File: src/hdl/tcb_pkg.sv
// Shared types, codes and helpers of the text cell buffer editor.
package tcb_pkg;

    // Request modes
    localparam logic [1:0] MODE_CHAR = 2'd0;
    localparam logic [1:0] MODE_KEY  = 2'd1;
    localparam logic [1:0] MODE_READ = 2'd2;

    // Navigation keys
    localparam logic [7:0] KEY_HOME   = 8'd0;
    localparam logic [7:0] KEY_END    = 8'd1;
    localparam logic [7:0] KEY_PGUP   = 8'd2;
    localparam logic [7:0] KEY_PGDN   = 8'd3;
    localparam logic [7:0] KEY_LEFT   = 8'd4;
    localparam logic [7:0] KEY_RIGHT  = 8'd5;
    localparam logic [7:0] KEY_UP     = 8'd6;
    localparam logic [7:0] KEY_DOWN   = 8'd7;
    localparam logic [7:0] KEY_DELETE = 8'd8;

    // Control characters
    localparam logic [7:0] CH_BS    = 8'h08;
    localparam logic [7:0] CH_TAB   = 8'h09;
    localparam logic [7:0] CH_LF    = 8'h0A;
    localparam logic [7:0] CH_CR    = 8'h0D;
    localparam logic [7:0] CH_ESC   = 8'h1B;
    localparam logic [7:0] CH_BLANK = 8'h20;

    // Register bus
    localparam int APB_ADDR_W = 3;
    localparam int APB_DATA_W = 32;

    typedef enum logic [2:0] {
        KIND_PRINT,
        KIND_BS,
        KIND_TAB,
        KIND_LF,
        KIND_CR,
        KIND_ESC
    } kind_t;

    // Datapath operations issued by the controller
    typedef enum logic [3:0] {
        OP_NONE,
        OP_PUT_CODE,
        OP_PUT_BLANK,
        OP_LF,
        OP_CR,
        OP_KEY,
        OP_BS_LEFT,
        OP_DEL_START,
        OP_SH_RD,
        OP_SH_WR,
        OP_SH_END,
        OP_MOD_LOAD,
        OP_MOD_STEP,
        OP_CLR_START,
        OP_CLR_STEP,
        OP_RD_CELL
    } op_t;

    typedef struct packed {
        op_t  op;
        logic latch;
        logic rep_dec;
        logic emit;
    } cmd_t;

    typedef struct packed {
        logic [1:0] mode;
        kind_t      kind;
        logic       key_del;
        logic       rep_zero;
        logic       col_zero;
        logic       sh_done;
        logic       mod_done;
        logic       tab_end;
        logic       clr_last;
    } sts_t;

    function automatic kind_t char_kind(input logic [7:0] c);
        kind_t k;
        unique case (c)
            CH_BS:   k = KIND_BS;
            CH_TAB:  k = KIND_TAB;
            CH_LF:   k = KIND_LF;
            CH_CR:   k = KIND_CR;
            CH_ESC:  k = KIND_ESC;
            default: k = KIND_PRINT;
        endcase
        return k;
    endfunction

endpackage

File: src/hdl/tcb_ctrl.sv
// Controller: sequences clears, repeats, tabs, row shifts and reads.
module tcb_ctrl
    import tcb_pkg::*;
(
    input  logic clk,
    input  logic rst_n,
    input  logic start,
    input  logic cfg_wr,
    input  sts_t sts,
    output logic busy,
    output cmd_t cmd
);

    typedef enum logic [3:0] {
        S_CLEAR,
        S_IDLE,
        S_DISPATCH,
        S_REP,
        S_MOD,
        S_TAB_PUT,
        S_SH_RD,
        S_SH_WR,
        S_ESC_CLR,
        S_EMIT
    } state_t;

    state_t state_reg;
    state_t state_next;
    logic   busy_reg;
    logic   pend_reg;
    logic   pend_next;

    assign busy = busy_reg;

    // Next state and datapath commands
    always_comb
    begin
        state_next  = state_reg;
        pend_next   = pend_reg || cfg_wr;
        cmd.op      = OP_NONE;
        cmd.latch   = 1'b0;
        cmd.rep_dec = 1'b0;
        cmd.emit    = 1'b0;

        unique case (state_reg)
            S_CLEAR:
            begin
                if (cfg_wr)
                    cmd.op = OP_CLR_START;
                else
                begin
                    cmd.op = OP_CLR_STEP;
                    if (sts.clr_last)
                        state_next = S_IDLE;
                end
            end

            S_IDLE:
            begin
                if (start)
                begin
                    cmd.latch  = 1'b1;
                    state_next = S_DISPATCH;
                end
                else if (cfg_wr)
                begin
                    cmd.op     = OP_CLR_START;
                    state_next = S_CLEAR;
                end
            end

            S_DISPATCH:
            begin
                unique case (sts.mode)
                    MODE_CHAR: state_next = S_REP;
                    MODE_KEY:
                    begin
                        if (sts.key_del)
                        begin
                            cmd.op     = OP_DEL_START;
                            state_next = S_SH_RD;
                        end
                        else
                        begin
                            cmd.op     = OP_KEY;
                            state_next = S_EMIT;
                        end
                    end
                    MODE_READ:
                    begin
                        cmd.op     = OP_RD_CELL;
                        state_next = S_EMIT;
                    end
                    default: state_next = S_EMIT;
                endcase
            end

            // One repetition of a character request
            S_REP:
            begin
                if (sts.rep_zero)
                    state_next = S_EMIT;
                else
                begin
                    unique case (sts.kind)
                        KIND_PRINT:
                        begin
                            cmd.op      = OP_PUT_CODE;
                            cmd.rep_dec = 1'b1;
                        end
                        KIND_LF:
                        begin
                            cmd.op      = OP_LF;
                            cmd.rep_dec = 1'b1;
                        end
                        KIND_CR:
                        begin
                            cmd.op      = OP_CR;
                            cmd.rep_dec = 1'b1;
                        end
                        KIND_TAB:
                        begin
                            cmd.op      = OP_MOD_LOAD;
                            cmd.rep_dec = 1'b1;
                            state_next  = S_MOD;
                        end
                        KIND_BS:
                        begin
                            if (sts.col_zero)
                                state_next = S_EMIT;
                            else
                            begin
                                cmd.op      = OP_BS_LEFT;
                                cmd.rep_dec = 1'b1;
                                state_next  = S_SH_RD;
                            end
                        end
                        KIND_ESC:
                        begin
                            cmd.op     = OP_CLR_START;
                            state_next = S_ESC_CLR;
                        end
                    endcase
                end
            end

            // Caret column modulo the tab stop, by repeated subtraction
            S_MOD:
            begin
                if (sts.mod_done)
                    state_next = S_TAB_PUT;
                else
                    cmd.op = OP_MOD_STEP;
            end

            S_TAB_PUT:
            begin
                cmd.op = OP_PUT_BLANK;
                if (sts.tab_end)
                    state_next = S_REP;
            end

            // Row shift: read the right neighbor, then write it one cell left
            S_SH_RD:
            begin
                if (sts.sh_done)
                begin
                    cmd.op = OP_SH_END;
                    if (sts.mode == MODE_CHAR)
                        state_next = S_REP;
                    else
                        state_next = S_EMIT;
                end
                else
                begin
                    cmd.op     = OP_SH_RD;
                    state_next = S_SH_WR;
                end
            end

            S_SH_WR:
            begin
                cmd.op     = OP_SH_WR;
                state_next = S_SH_RD;
            end

            S_ESC_CLR:
            begin
                if (cfg_wr)
                    cmd.op = OP_CLR_START;
                else
                begin
                    cmd.op = OP_CLR_STEP;
                    if (sts.clr_last)
                        state_next = S_EMIT;
                end
            end

            S_EMIT:
            begin
                cmd.emit = 1'b1;
                if (pend_reg || cfg_wr)
                begin
                    cmd.op     = OP_CLR_START;
                    state_next = S_CLEAR;
                end
                else
                    state_next = S_IDLE;
            end
        endcase

        if (cmd.op == OP_CLR_START)
            pend_next = 1'b0;
    end

    // State and registered outputs; reset starts the clearing pass
    always_ff @(posedge clk or negedge rst_n)
    begin
        if (!rst_n)
        begin
            state_reg <= S_CLEAR;
            busy_reg  <= 1'b1;
            pend_reg  <= 1'b0;
        end
        else
        begin
            state_reg <= state_next;
            busy_reg  <= (state_next != S_IDLE);
            pend_reg  <= pend_next;
        end
    end

endmodule

File: config.mk
export PLATFORM = sky130hd
export DESIGN_NAME = tcb_ctrl
export DESIGN_NICKNAME = d
export VERILOG_FILES = /design/src/hdl/tcb_pkg.sv /design/src/hdl/tcb_ctrl.sv
export SDC_FILE = /design/constraint.sdc
export NUM_CORES = 1
export LEC_CHECK = 0
export BUFFER_PORTS_ARGS = -buffer_cell sky130_fd_sc_hd__buf_2
export CAP_MARGIN = 30
export CELL_PAD_IN_SITES_DETAIL_PLACEMENT = 0
export CELL_PAD_IN_SITES_GLOBAL_PLACEMENT = 1
export CORE_MARGIN = 2
export CORE_UTILIZATION = 33
export CTS_CLUSTER_SIZE = 20
export DETAILED_ROUTE_END_ITERATION = 6
export GPL_ROUTABILITY_DRIVEN = 0
export HOLD_SLACK_MARGIN = 0.1
export PLACE_DENSITY = 0.76
export REMOVE_ABC_BUFFERS = 1
export SETUP_SLACK_MARGIN = 0.4
export SLEW_MARGIN = 5
export SYNTH_ARGS = -nofsm -noshare
export SYNTH_HDL_FRONTEND = slang
export SYNTH_SLANG_ARGS = --single-unit
File: constraint.sdc
create_clock -name clk -period 2 [get_ports clk]
set_clock_uncertainty 0.1 [all_clocks]
set_input_delay 0.2 -clock clk [delete_from_list [all_inputs] [get_ports clk]]
set_output_delay 0.2 -clock clk [all_outputs]
set_load 0.02 [all_outputs]
==> flow_summary.yaml <==
placed_design:
  postPlaceCellArea_sq_um: 1249
  placed_cells: 202
  hpwlAfterDp_mm: 2.429
  pre_cts_slack_ps: -52.40
  portBuffers: 23
floorplan:
  initial_core_util_pct: 34.26
  boundaryPins: 24
  core_region_area_sq_um: 2710
  fp-row-count: 19
  die_x_um: 57.04
  die_h_um: 57.04
  dieArea_sq_um: 3254
status:
  violations: "negative setup slack"
  status: "complete, but fails checks"
synth:
  syn-cell-area_sq_um: 928.4
  synthTopCellsByCount: "nor2_1 (10), a21oi_1 (9), nor2b_1 (9)"
  yosys.area_share.xor_xnor_pct: 1.887
  ys.warnings.count: 0
  async_flop_share_pct: 100.0
  yosys.area.top_type: "dfrtp_1"
  synth_top_family_by_area: "simple AND/OR/NAND/NOR gates"
  syn_avg_cell_area_sq_um: 7.253
  synth.top_cell.area_share_pct: 13.48
  synth_area_leaders: "dfrtp_1 (13%), nor2b_1 (6.1%), ha_1 (5.4%)"
  syn_inst: 128
  synth_seq_cells: 6
  muxShareOfSynthArea_pct: 0
  synth_cell_types: 46
  yosysMostFrequentCell: "nor2_1"
  synth_compound_area_share_pct: 28.98
  ys_seq_area_share_pct: 16.31
  synth_edf_count: 0
  synth_fa_ha_area_share_pct: 5.391
  synth-simple-area-share_pct: 41.11
  synthFlopType: "dfrtp_1"
sta:
  fin_crit_sh_pct: 107.5
  hold_slack_ps: 190.3
  finalMaxSlewViolations: 0
  fmax_mhz: 464.9
  setup_viol: 7
  fin_setup_tns_ps: -699.4
  max-slew-margin-rel_pct: 70.75
  worst_slack_ps: -150.9
  hold_viol: 0
  fin_crit_ps: 2151
  tightest_slew_ps: 435.0
  rsz0062_at_grt: "yes"
global_route:
  grtUsageTotal_pct: 21.26
  grt_pass1_wl_mm: 5.388
  grt_overflow: 0
  grt_max_degree: 10
  antenna_found_initial: 0
  grt_pass1_vias: 1187
critical_path:
  cp-end-kind: "primary output"
  crit_top_cell: "buf_6"
  criticalPathCategory: "flop to primary output"
  rr_worst_depth: 8
  crit_arrival_ps: 1850
  cp_slowest_cell: "dfrtp_2"
  cp_max_fo: 6
  cp-start-kind: "flop"
  path_cells: "buf_6 > and2b_2 > buf_6 > a21oi_2 > nor2_2 > a311oi_2 > inv_1 > buf_6"
  cpPeakStageDelay_ps: 430
  critPathRequiredTime_ps: 1700
detailed_routing:
  routed_via_density: 5.738
  wl_per_cell_um: 17.18
  route.vias.total: 1314
  drc: 0
  wl_mm: 3.935
  drt_iter0_drc: 75
  dr.pass1.iters: 5
  postRouteAntennaNets: 0
cts:
  root_buffer: "clkbuf_4"
  cts_tree: "built"
  clkSinkCount: 6
  cts.clk_slew.worst_paths_ps: 50
  htree_levels: 1
  cts_buffers: 3
  clock_latency_ps: 260
  clockBufferDepth: 2
run:
  cap_violations: 0
power_and_ir_drop:
  powerDensity_nw_per_um2: 1340
  peakVddDrop_mv: 1.009
  power_mw: 2.249
  p_leak_nw: 0.7806
worst_hold_path:
  hp-class: "input pin to asynchronous set/reset pin"
layout:
  drive_gt1_share_pct: 50.51
  design_area_sq_um: 1679
  antenna_cells: 0
  fin_cells: 229
  largest_reg_flops: 4
  final_util_pct: 61.96
  area_growth_pct: 80.86
  nNetsFinal: 219
-- kinds of logic (layout without fill, tap and decap cells) --
family | after synthesis | count (layout)
flops | 6 | 6
buf+inv | 13 | 83
fa+ha+maj | 4 | 4
simple gates | 63 | 63
xor+xnor | 2 | 2
compound gates | 40 | 40
-- timing repair --
| action | CTS | global route |
|---|---|---|
| pin swaps | 6 | 13 |
| buffers inserted | 16 | 6 |
| gates resized for setup | 31 | 25 |
| endpoints found under the setup margin | 10 | 13 |
| hold buffers | 1 | 0 |
| endpoints found under the hold margin | 6 | 0 |
-- metal layers --
layer,up-vias,wire (um),GRT usage (%)
li1,619,-,-
met1,602,1500,25.80
met2,75,2009,36.12
met3,18,275,4.989
met4,0,149,8.638
met5,-,0,0
-- worst max-delay path, delay by kind of cell, from the launching register on --
| family | cells | cell delay (ps) |
|---|---|---|
| simple gates | 2 | 310 |
| buf+inv | 4 | 470 |
| flops | 1 | 430 |
| compound gates | 2 | 390 |
-- report_power, final --
group	internal, mW	total (mW)	leakage, nW	switching (mW)
Clock	0.0759	0.126	0.0150	0.0501
Sequential	0.180	0.253	0.0659	0.0732
Combinational	1.03	1.87	0.700	0.843
Total	1.28	2.25	0.781	0.966
-- placed cells by master, fill, tap and decap left out, types with 2 or more instances in the layout --
cell type  instances
nor2b_1            8
dfrtp_2            4
a21oi_1            6
xnor2_1            2
nor3_1             4
buf_4             35
nand2_1            6
nor2_1             7
or3_1              2
o21ai_1            2
o21ai_0            6
o31ai_1            2
o211ai_1           2
nor3b_1            3
a31oi_1            2
inv_1              6
and2b_1            2
o22ai_1            2
buf_6             21
a211o_1            2
nand3_1            3
a21oi_2            3
nor2_2             2
a221o_1            2
clkbuf_4           3
ha_1               4
and2_4             2
buf_2             16
a21o_1             2
nor4bb_4           2
nand2b_1           6
-- path summary, 6_finish.rpt --
path / endpoint / from / slack (ps)
max reg2reg: busy / state_reg[1] / -120
min in group clk: state_reg[1] / start / 270
max in group asynchronous: busy / rst_n / 1370
max: cmd[4] / state_reg[1] / -150
min: pend_reg / rst_n / 190
min reg2reg: pend_reg / pend_reg / 590
-- final cells by class --
cell class              count  area (sq um)
clock buffers               4         26.28
fillers                   227          1031
inverters                   6         22.52
multi-input cells         109         845.8
flip-flops and latches      6         156.4
well taps                  31         38.79
repair buffers             73         589.3
(Power assumes the default switching activity.)
