===== config.mk =====
export PLATFORM = sky130hd
export DESIGN_NAME = tcb_regs
export DESIGN_NICKNAME = d
export VERILOG_FILES = /design/src/hdl/tcb_pkg.sv /design/src/hdl/tcb_regs.sv
export SDC_FILE = /design/constraint.sdc
export NUM_CORES = 1
export LEC_CHECK = 0
export BUFFER_PORTS_ARGS = -buffer_cell sky130_fd_sc_hd__clkbuf_2
export CAP_MARGIN = 10
export CORE_AREA = 2 2 81 44
export CTS_CLUSTER_DIAMETER = 80
export DETAILED_ROUTE_END_ITERATION = 16
export DIE_AREA = 0 0 83 46
export GPL_ROUTABILITY_DRIVEN = 0
export HOLD_SLACK_MARGIN = 0.02
export PLACE_DENSITY_LB_ADDON = 0.05
export SETUP_SLACK_MARGIN = 0.05
export SKIP_CTS_REPAIR_TIMING = 1
export SLEW_MARGIN = 20
export SYNTH_ARGS = -nofsm -noshare
export SYNTH_HDL_FRONTEND = slang
export SYNTH_SLANG_ARGS = --single-unit

===== constraint.sdc =====
create_clock -name clk -period 1.2 [get_ports clk]
set_input_delay 0.12 -clock clk [delete_from_list [all_inputs] [get_ports clk]]
set_output_delay 0.12 -clock clk [all_outputs]
set_load 0.02 [all_outputs]

===== src/hdl/tcb_pkg.sv =====
// Shared types, codes and helpers of the text cell buffer editor.
package tcb_pkg;

    // Request modes
    localparam logic [1:0] MODE_CHAR = 2'd0;
    localparam logic [1:0] MODE_KEY  = 2'd1;
    localparam logic [1:0] MODE_READ = 2'd2;

    // Navigation keys
    localparam logic [7:0] KEY_HOME   = 8'd0;
    localparam logic [7:0] KEY_END    = 8'd1;
    localparam logic [7:0] KEY_PGUP   = 8'd2;
    localparam logic [7:0] KEY_PGDN   = 8'd3;
    localparam logic [7:0] KEY_LEFT   = 8'd4;
    localparam logic [7:0] KEY_RIGHT  = 8'd5;
    localparam logic [7:0] KEY_UP     = 8'd6;
    localparam logic [7:0] KEY_DOWN   = 8'd7;
    localparam logic [7:0] KEY_DELETE = 8'd8;

    // Control characters
    localparam logic [7:0] CH_BS    = 8'h08;
    localparam logic [7:0] CH_TAB   = 8'h09;
    localparam logic [7:0] CH_LF    = 8'h0A;
    localparam logic [7:0] CH_CR    = 8'h0D;
    localparam logic [7:0] CH_ESC   = 8'h1B;
    localparam logic [7:0] CH_BLANK = 8'h20;

    // Register bus
    localparam int APB_ADDR_W = 3;
    localparam int APB_DATA_W = 32;

    typedef enum logic [2:0] {
        KIND_PRINT,
        KIND_BS,
        KIND_TAB,
        KIND_LF,
        KIND_CR,
        KIND_ESC
    } kind_t;

    // Datapath operations issued by the controller
    typedef enum logic [3:0] {
        OP_NONE,
        OP_PUT_CODE,
        OP_PUT_BLANK,
        OP_LF,
        OP_CR,
        OP_KEY,
        OP_BS_LEFT,
        OP_DEL_START,
        OP_SH_RD,
        OP_SH_WR,
        OP_SH_END,
        OP_MOD_LOAD,
        OP_MOD_STEP,
        OP_CLR_START,
        OP_CLR_STEP,
        OP_RD_CELL
    } op_t;

    typedef struct packed {
        op_t  op;
        logic latch;
        logic rep_dec;
        logic emit;
    } cmd_t;

    typedef struct packed {
        logic [1:0] mode;
        kind_t      kind;
        logic       key_del;
        logic       rep_zero;
        logic       col_zero;
        logic       sh_done;
        logic       mod_done;
        logic       tab_end;
        logic       clr_last;
    } sts_t;

    function automatic kind_t char_kind(input logic [7:0] c);
        kind_t k;
        unique case (c)
            CH_BS:   k = KIND_BS;
            CH_TAB:  k = KIND_TAB;
            CH_LF:   k = KIND_LF;
            CH_CR:   k = KIND_CR;
            CH_ESC:  k = KIND_ESC;
            default: k = KIND_PRINT;
        endcase
        return k;
    endfunction

endpackage


===== src/hdl/tcb_regs.sv =====
// Configuration registers on the APB port and the clamped active screen size.
module tcb_regs
    import tcb_pkg::*;
#(
    parameter int MAX_COLUMNS = 128,
    parameter int MAX_ROWS    = 64,
    localparam int CNT_CW     = $clog2(MAX_COLUMNS + 1),
    localparam int CNT_RW     = $clog2(MAX_ROWS + 1)
)
(
    input  logic                  clk,
    input  logic                  rst_n,
    input  logic                  psel,
    input  logic                  penable,
    input  logic                  pwrite,
    input  logic [APB_ADDR_W-1:0] paddr,
    input  logic [APB_DATA_W-1:0] pwdata,
    output logic [APB_DATA_W-1:0] prdata,
    output logic                  pready,
    output logic                  cfg_wr,
    output logic [CNT_CW-1:0]     act_cols,
    output logic [CNT_RW-1:0]     act_rows
);

    localparam logic REG_COLUMNS = 1'b0;
    localparam logic REG_ROWS    = 1'b1;
    localparam int   CMP_CW      = (CNT_CW > 8) ? CNT_CW : 8;
    localparam int   CMP_RW      = (CNT_RW > 7) ? CNT_RW : 7;

    logic [7:0] cols_reg;
    logic [6:0] rows_reg;
    logic       wr;

    assign pready = 1'b1;
    assign wr     = psel && penable && pwrite && pready;
    assign cfg_wr = wr;

    // Register write, decoded on the word address bit
    always_ff @(posedge clk or negedge rst_n)
    begin
        if (!rst_n)
        begin
            cols_reg <= 8'd80;
            rows_reg <= 7'd25;
        end
        else if (wr)
        begin
            if (paddr[2] == REG_ROWS)
                rows_reg <= pwdata[6:0];
            else
                cols_reg <= pwdata[7:0];
        end
    end

    // Read back
    always_comb
    begin
        if (paddr[2] == REG_COLUMNS)
            prdata = {{(APB_DATA_W-8){1'b0}}, cols_reg};
        else
            prdata = {{(APB_DATA_W-7){1'b0}}, rows_reg};
    end

    // Zero counts as one, oversize counts as the maximum
    always_comb
    begin
        if (cols_reg == 8'd0)
            act_cols = CNT_CW'(1);
        else if (CMP_CW'(cols_reg) > CMP_CW'(MAX_COLUMNS))
            act_cols = CNT_CW'(MAX_COLUMNS);
        else
            act_cols = CNT_CW'(cols_reg);

        if (rows_reg == 7'd0)
            act_rows = CNT_RW'(1);
        else if (CMP_RW'(rows_reg) > CMP_RW'(MAX_ROWS))
            act_rows = CNT_RW'(MAX_ROWS);
        else
            act_rows = CNT_RW'(rows_reg);
    end

endmodule


==> results of run 1 <==
-- final cells by class --
type                       instances  area, µm²  area share, %
clock buffer                       4      45.04          3.051
sequential                        15      384.1          26.02
multi-input combinational         68      563.0          38.14
timing repair buffer              53      431.7          29.24
tap                               42      52.55          3.559
-- per-layer routing --
layer / track usage, % / vias to the layer above
met1: 16.58 / 356
met2: 18.39 / 34
li1: - / 356
met5: 0 / -
met4: 0.9836 / 0
met3: 4.891 / 0
-- path summary, 6_finish.rpt --
path / startpoint / to / slack (ps) / depth (start not counted)
worst max register to register: cols_reg[7]$_DFFE_PN0P_ / cols_reg[7]$_DFFE_PN0P_ / 190 / 2
worst min-delay path: pwdata[7] / cols_reg[7]$_DFFE_PN0P_ / 120 / 2
max in group asynchronous: rst_n / cols_reg[4]$_DFFE_PN1P_ / 540 / 2
min in group asynchronous: rst_n / cols_reg[0]$_DFFE_PN0P_ / 340 / 2
worst max-delay path: cols_reg[2]$_DFFE_PN0P_ / act_cols[0] / -470 / 3
worst min register to register: cols_reg[0]$_DFFE_PN0P_ / cols_reg[0]$_DFFE_PN0P_ / 570 / 1
-- synthesized netlist by cell type --
cell and count:
buf_4 26, mux2_2 22, nor2b_1 12, dfrtp_1 10, dfstp_2 5, clkbuf_1 3
conb_1 2, nand2b_1 2, and3_1 1, nand4_2 1, nand4b_4 1, o41ai_1 1
o41ai_2 1, or3_1 1, or4_4 1
-- worst max-delay path: stages (launching register included) --
cell,delay [ps]
dfrtp_1,370
or4_4,540
o41ai_4,210
buf_4,190
-- report_power, final --
| group | switching [mW] | internal (mW) |
|---|---|---|
| Combinational | 0.590 | 0.673 |
| Sequential | 0.121 | 0.650 |
| Clock | 0.170 | 0.235 |
| Total | 0.881 | 1.56 |
-- cell families (layout without fill, tap and decap cells) --
logic type	Yosys count	after routing	synth area share [%]
other cells	2	25	0.7392
compound gates	2	2	2.464
buf+inv	29	57	20.32
mux	22	22	24.38
simple gates	19	19	14.53
flops	15	15	37.56
==> flow_summary.yaml, run 1 <==
synthesis:
  synth_area_mm2: 0.001016
  ys_ff_latch: 15
  synth_top_area_share_pct: 24.63
  synthTopCellsByArea: "dfrtp_1, mux2_2, buf_4, dfstp_2, nor2b_1"
  postSynthCellCount: 89
  synth.distinct_cells: 15
  yosysTopAreaCell: "dfrtp_1"
  yosysSeqAreaShare_pct: 37.56
  yosys_warnings: 0
  avgSynthCellArea_um2: 11.42
sta:
  rsz0062_at_grt: "yes"
  finalSetupTns_ps: -1592
  worst_hold_slack_ps: 115.0
  setup_violations: 15
  drv_slew: 0
  final.min_clock_period_ps: 1669
  period_share_pct: 139.1
  fmax_ghz: 0.5992
  hold_violations: 0
  post-route-worst-setup-slack_ps: -469.0
  finalClockSkew_ps: 0
layout:
  instances_no_fill: 182
  drive_above_1_share_pct: 65.00
  finalInstanceArea_mm2: 0.001476
  largest_reg_flops: 8
  fill_cells: 312
  syn_to_final_growth_pct: 45.32
  final_nets: 181
  final_core_util_pct: 46.00
  mostFrequentLayoutCells: "conb_1, mux2_2, buf_6"
  antennaDiodeCount: 0
  layout_commonest_cell: "conb_1"
detailed_routing:
  routed.top_layer: "met3"
  drc: 0
  vias_per_cell: 4.099
  met2_length_mm: 1.022
  routed_wl_mm: 2.304
  ant_nets: 0
  vias: 746
  detail_route.first_pass.iterations: 3
  post_drt_wl_per_cell_um: 12.66
  dr_wl_met3_um: 178
  wl_met1_mm: 1.103
  drt_iter0_markers: 21
cts:
  clock_path_buffers: 2
  clkLatencyLatePin_ps: 240
  clkTransAtPathRegs_ps: 60
  h-tree-depth: 1
  numCtsBuffers: 3
  cts_tree: "yes"
  clock-sinks: 15
  clockRootBuffer: "clkbuf_8"
die:
  die_h_um: 46
  core_mm2: 0.003209
  io_pins: 89
  num_rows: 15
  die_w_um: 83
  start_util_pct: 31.66
  die-area_mm2: 0.003818
placement:
  dp.cells: 175
  dp_slack_ps: -240.5
  port_buffers: 37
  dp_hpwl_mm: 1.806
  place_area_mm2: 0.001262
global_routing:
  antenna_found_initial: 0
  grt.overflow.total: 0
  grt_pass1_wl_mm: 3.353
  grt_max_degree: 16
  groute.usage.overall_pct: 11.97
  grt_pass1_vias: 632
worst_setup_path:
  start_kind: "flop"
  critPathCaptureType: "output port"
  path_class: "flop to output port"
  required_ps: 1080
  crit_fanout: 2
  cp.arrival_ps: 1550
min_path:
  hold_path.class: "input pin to flop"
status:
  outcome: "finished with violations"
  violations: "negative setup slack"
flow_run:
  cap_violations: 0
power:
  power_density_mw_per_mm2: 1651
  ir_drop_uv: 707.5
  p_leak_nw: 0.7509
  finalPower_mw: 2.438
No activity file was read; power rests on OpenSTA's default activity.
==> run 2: changes to the inputs <==
--- a/config.mk
+++ b/config.mk
@@ -13,7 +13,7 @@
 export DIE_AREA = 0 0 83 46
 export GPL_ROUTABILITY_DRIVEN = 0
 export HOLD_SLACK_MARGIN = 0.02
-export PLACE_DENSITY_LB_ADDON = 0.05
+export PLACE_DENSITY = 0.83
 export SETUP_SLACK_MARGIN = 0.05
 export SKIP_CTS_REPAIR_TIMING = 1
 export SLEW_MARGIN = 20
==> flow_summary.yaml, run 2 (synthesis gave the netlist of run 1 again) <==
status:
  outcome: "finished with violations"
  violations: "negative setup slack"
layout:
  final_core_util_pct: 45.81
  final_nets: 180
  syn_to_final_growth_pct: 44.70
  largest_reg_flops: 8
  drive_above_1_share_pct: 66.91
  mostFrequentLayoutCells: "conb_1, buf_4, mux2_2"
  layout_commonest_cell: "conb_1"
  instances_no_fill: 181
  antennaDiodeCount: 0
power:
  p_int_mw: 1.550
  finalPower_mw: 2.441
  p_clk_share_pct: 17.4
  ir_drop_uv: 848.7
  p_leak_nw: 0.7459
  power_density_mw_per_mm2: 1660
  swShare_pct: 36.51
  p_switching_mw: 0.8911
  power_frac_comb_pct: 50.8
  seq_power_share_pct: 31.8
worst_setup_path:
  cp.arrival_ps: 1590
  rr_worst_depth: 2
  required_ps: 1080
  start_kind: "flop"
  crit_fanout: 3
  critPathCaptureType: "output port"
  path_class: "flop to output port"
detailed_routing:
  post_drt_wl_per_cell_um: 12.06
  vias: 742
  drt_iter0_markers: 6
  routed_wl_mm: 2.183
  wl_met1_um: 938
  detail_route.first_pass.iterations: 3
  dr_wl_met3_um: 134
  ant_nets: 0
  vias_per_cell: 4.099
  met2_length_mm: 1.091
  routed.top_layer: "met4"
  drc: 0
sta:
  setup_violations: 19
  post-route-worst-setup-slack_ps: -505.5
  final.min_clock_period_ps: 1706
  period_share_pct: 142.1
  drv_slew: 0
  hold_violations: 0
  fmax_ghz: 0.5863
  rsz0062_at_grt: "yes"
  finalClockSkew_ps: 0
min_path:
  hold_path.class: "input pin to flop"
  worstHoldPathCells: 2
cts:
  cts_tree: "yes"
  clkLatencyLatePin_ps: 250
  clock-sinks: 15
  clockRootBuffer: "clkbuf_8"
  numCtsBuffers: 3
  clkTransAtPathRegs_ps: 60
  h-tree-depth: 1
  clock_path_buffers: 2
die:
  num_rows: 15
  io_pins: 89
  core_mm2: 0.003209
  die_h_um: 46
  die-area_mm2: 0.003818
  die_w_um: 83
  start_util_pct: 31.66
placement:
  dp.cells: 173
  port_buffers: 37
  dp_hpwl_mm: 1.602
global_routing:
  antenna_found_initial: 0
  groute.usage.overall_pct: 10.67
  grt_max_degree: 16
  grt_pass1_wl_mm: 3.042
  grt_pass1_vias: 636
  grt.overflow.total: 0
flow_run:
  cap_violations: 0
run 2: routing by layer:
metal  vias up  track usage [%]
li1        350                -
met1       358            13.93
met2        32            17.10
met3         2            3.804
met4         0            2.951
met5         -                0
run 2: per-stage QoR:
step | worst slack [ps] | cell area (µm²) | setup TNS [ps] | hold slack (ps)
finish | -505.5 | 1470 | -1768 | 93.36
global route | -564.4 | 1470 | -2700 | 94.26
CTS | -558.4 | 1284 | -2479 | -227.1
detailed placement | -284.9 | 1235 | -382.3 | 49.44
global placement | -275.0 | 1235 | -364.8 | 47.04
floorplan | -181.9 | 1121 | -302.7 | -175.6
run 2: path summary, 6_finish.rpt:
path / startpoint / slack (ps) / end
hold / removal: pwdata[7] / 90 / cols_reg[7]$_DFFE_PN0P_
setup reg to reg: cols_reg[7]$_DFFE_PN0P_ / 200 / cols_reg[7]$_DFFE_PN0P_
min in group asynchronous: rst_n / 300 / cols_reg[0]$_DFFE_PN0P_
hold reg to reg: cols_reg[0]$_DFFE_PN0P_ / 560 / cols_reg[0]$_DFFE_PN0P_
setup / recovery: cols_reg[2]$_DFFE_PN0P_ / -510 / act_cols[0]
max in group asynchronous: rst_n / 590 / cols_reg[4]$_DFFE_PN1P_
run 2: layout make-up:
type | instances | area [µm²]
well taps | 42 | 52.55
clock inverters | 1 | 7.507
multi-input cells | 68 | 573.1
flip-flops and latches | 15 | 384.1
clock buffers | 3 | 41.29
repair buffers | 52 | 411.6
fillers | 301 | 1739
run 2: power by group through the flow:
stage               Combinational (mW)  Sequential (mW)  Clock [mW]
floorplan                        0.698            0.737           0
global placement                 0.948            0.767           0
detailed placement               0.955            0.773           0
CTS                              0.961            0.765       0.431
global route                      1.33            0.793       0.459
finish                            1.24            0.776       0.424
run 2: critical path, cell delays in order, from the launching register on:
cell and delay, ps:
dfrtp_1 390, or4_4 550, o41ai_4 210, buf_4 190
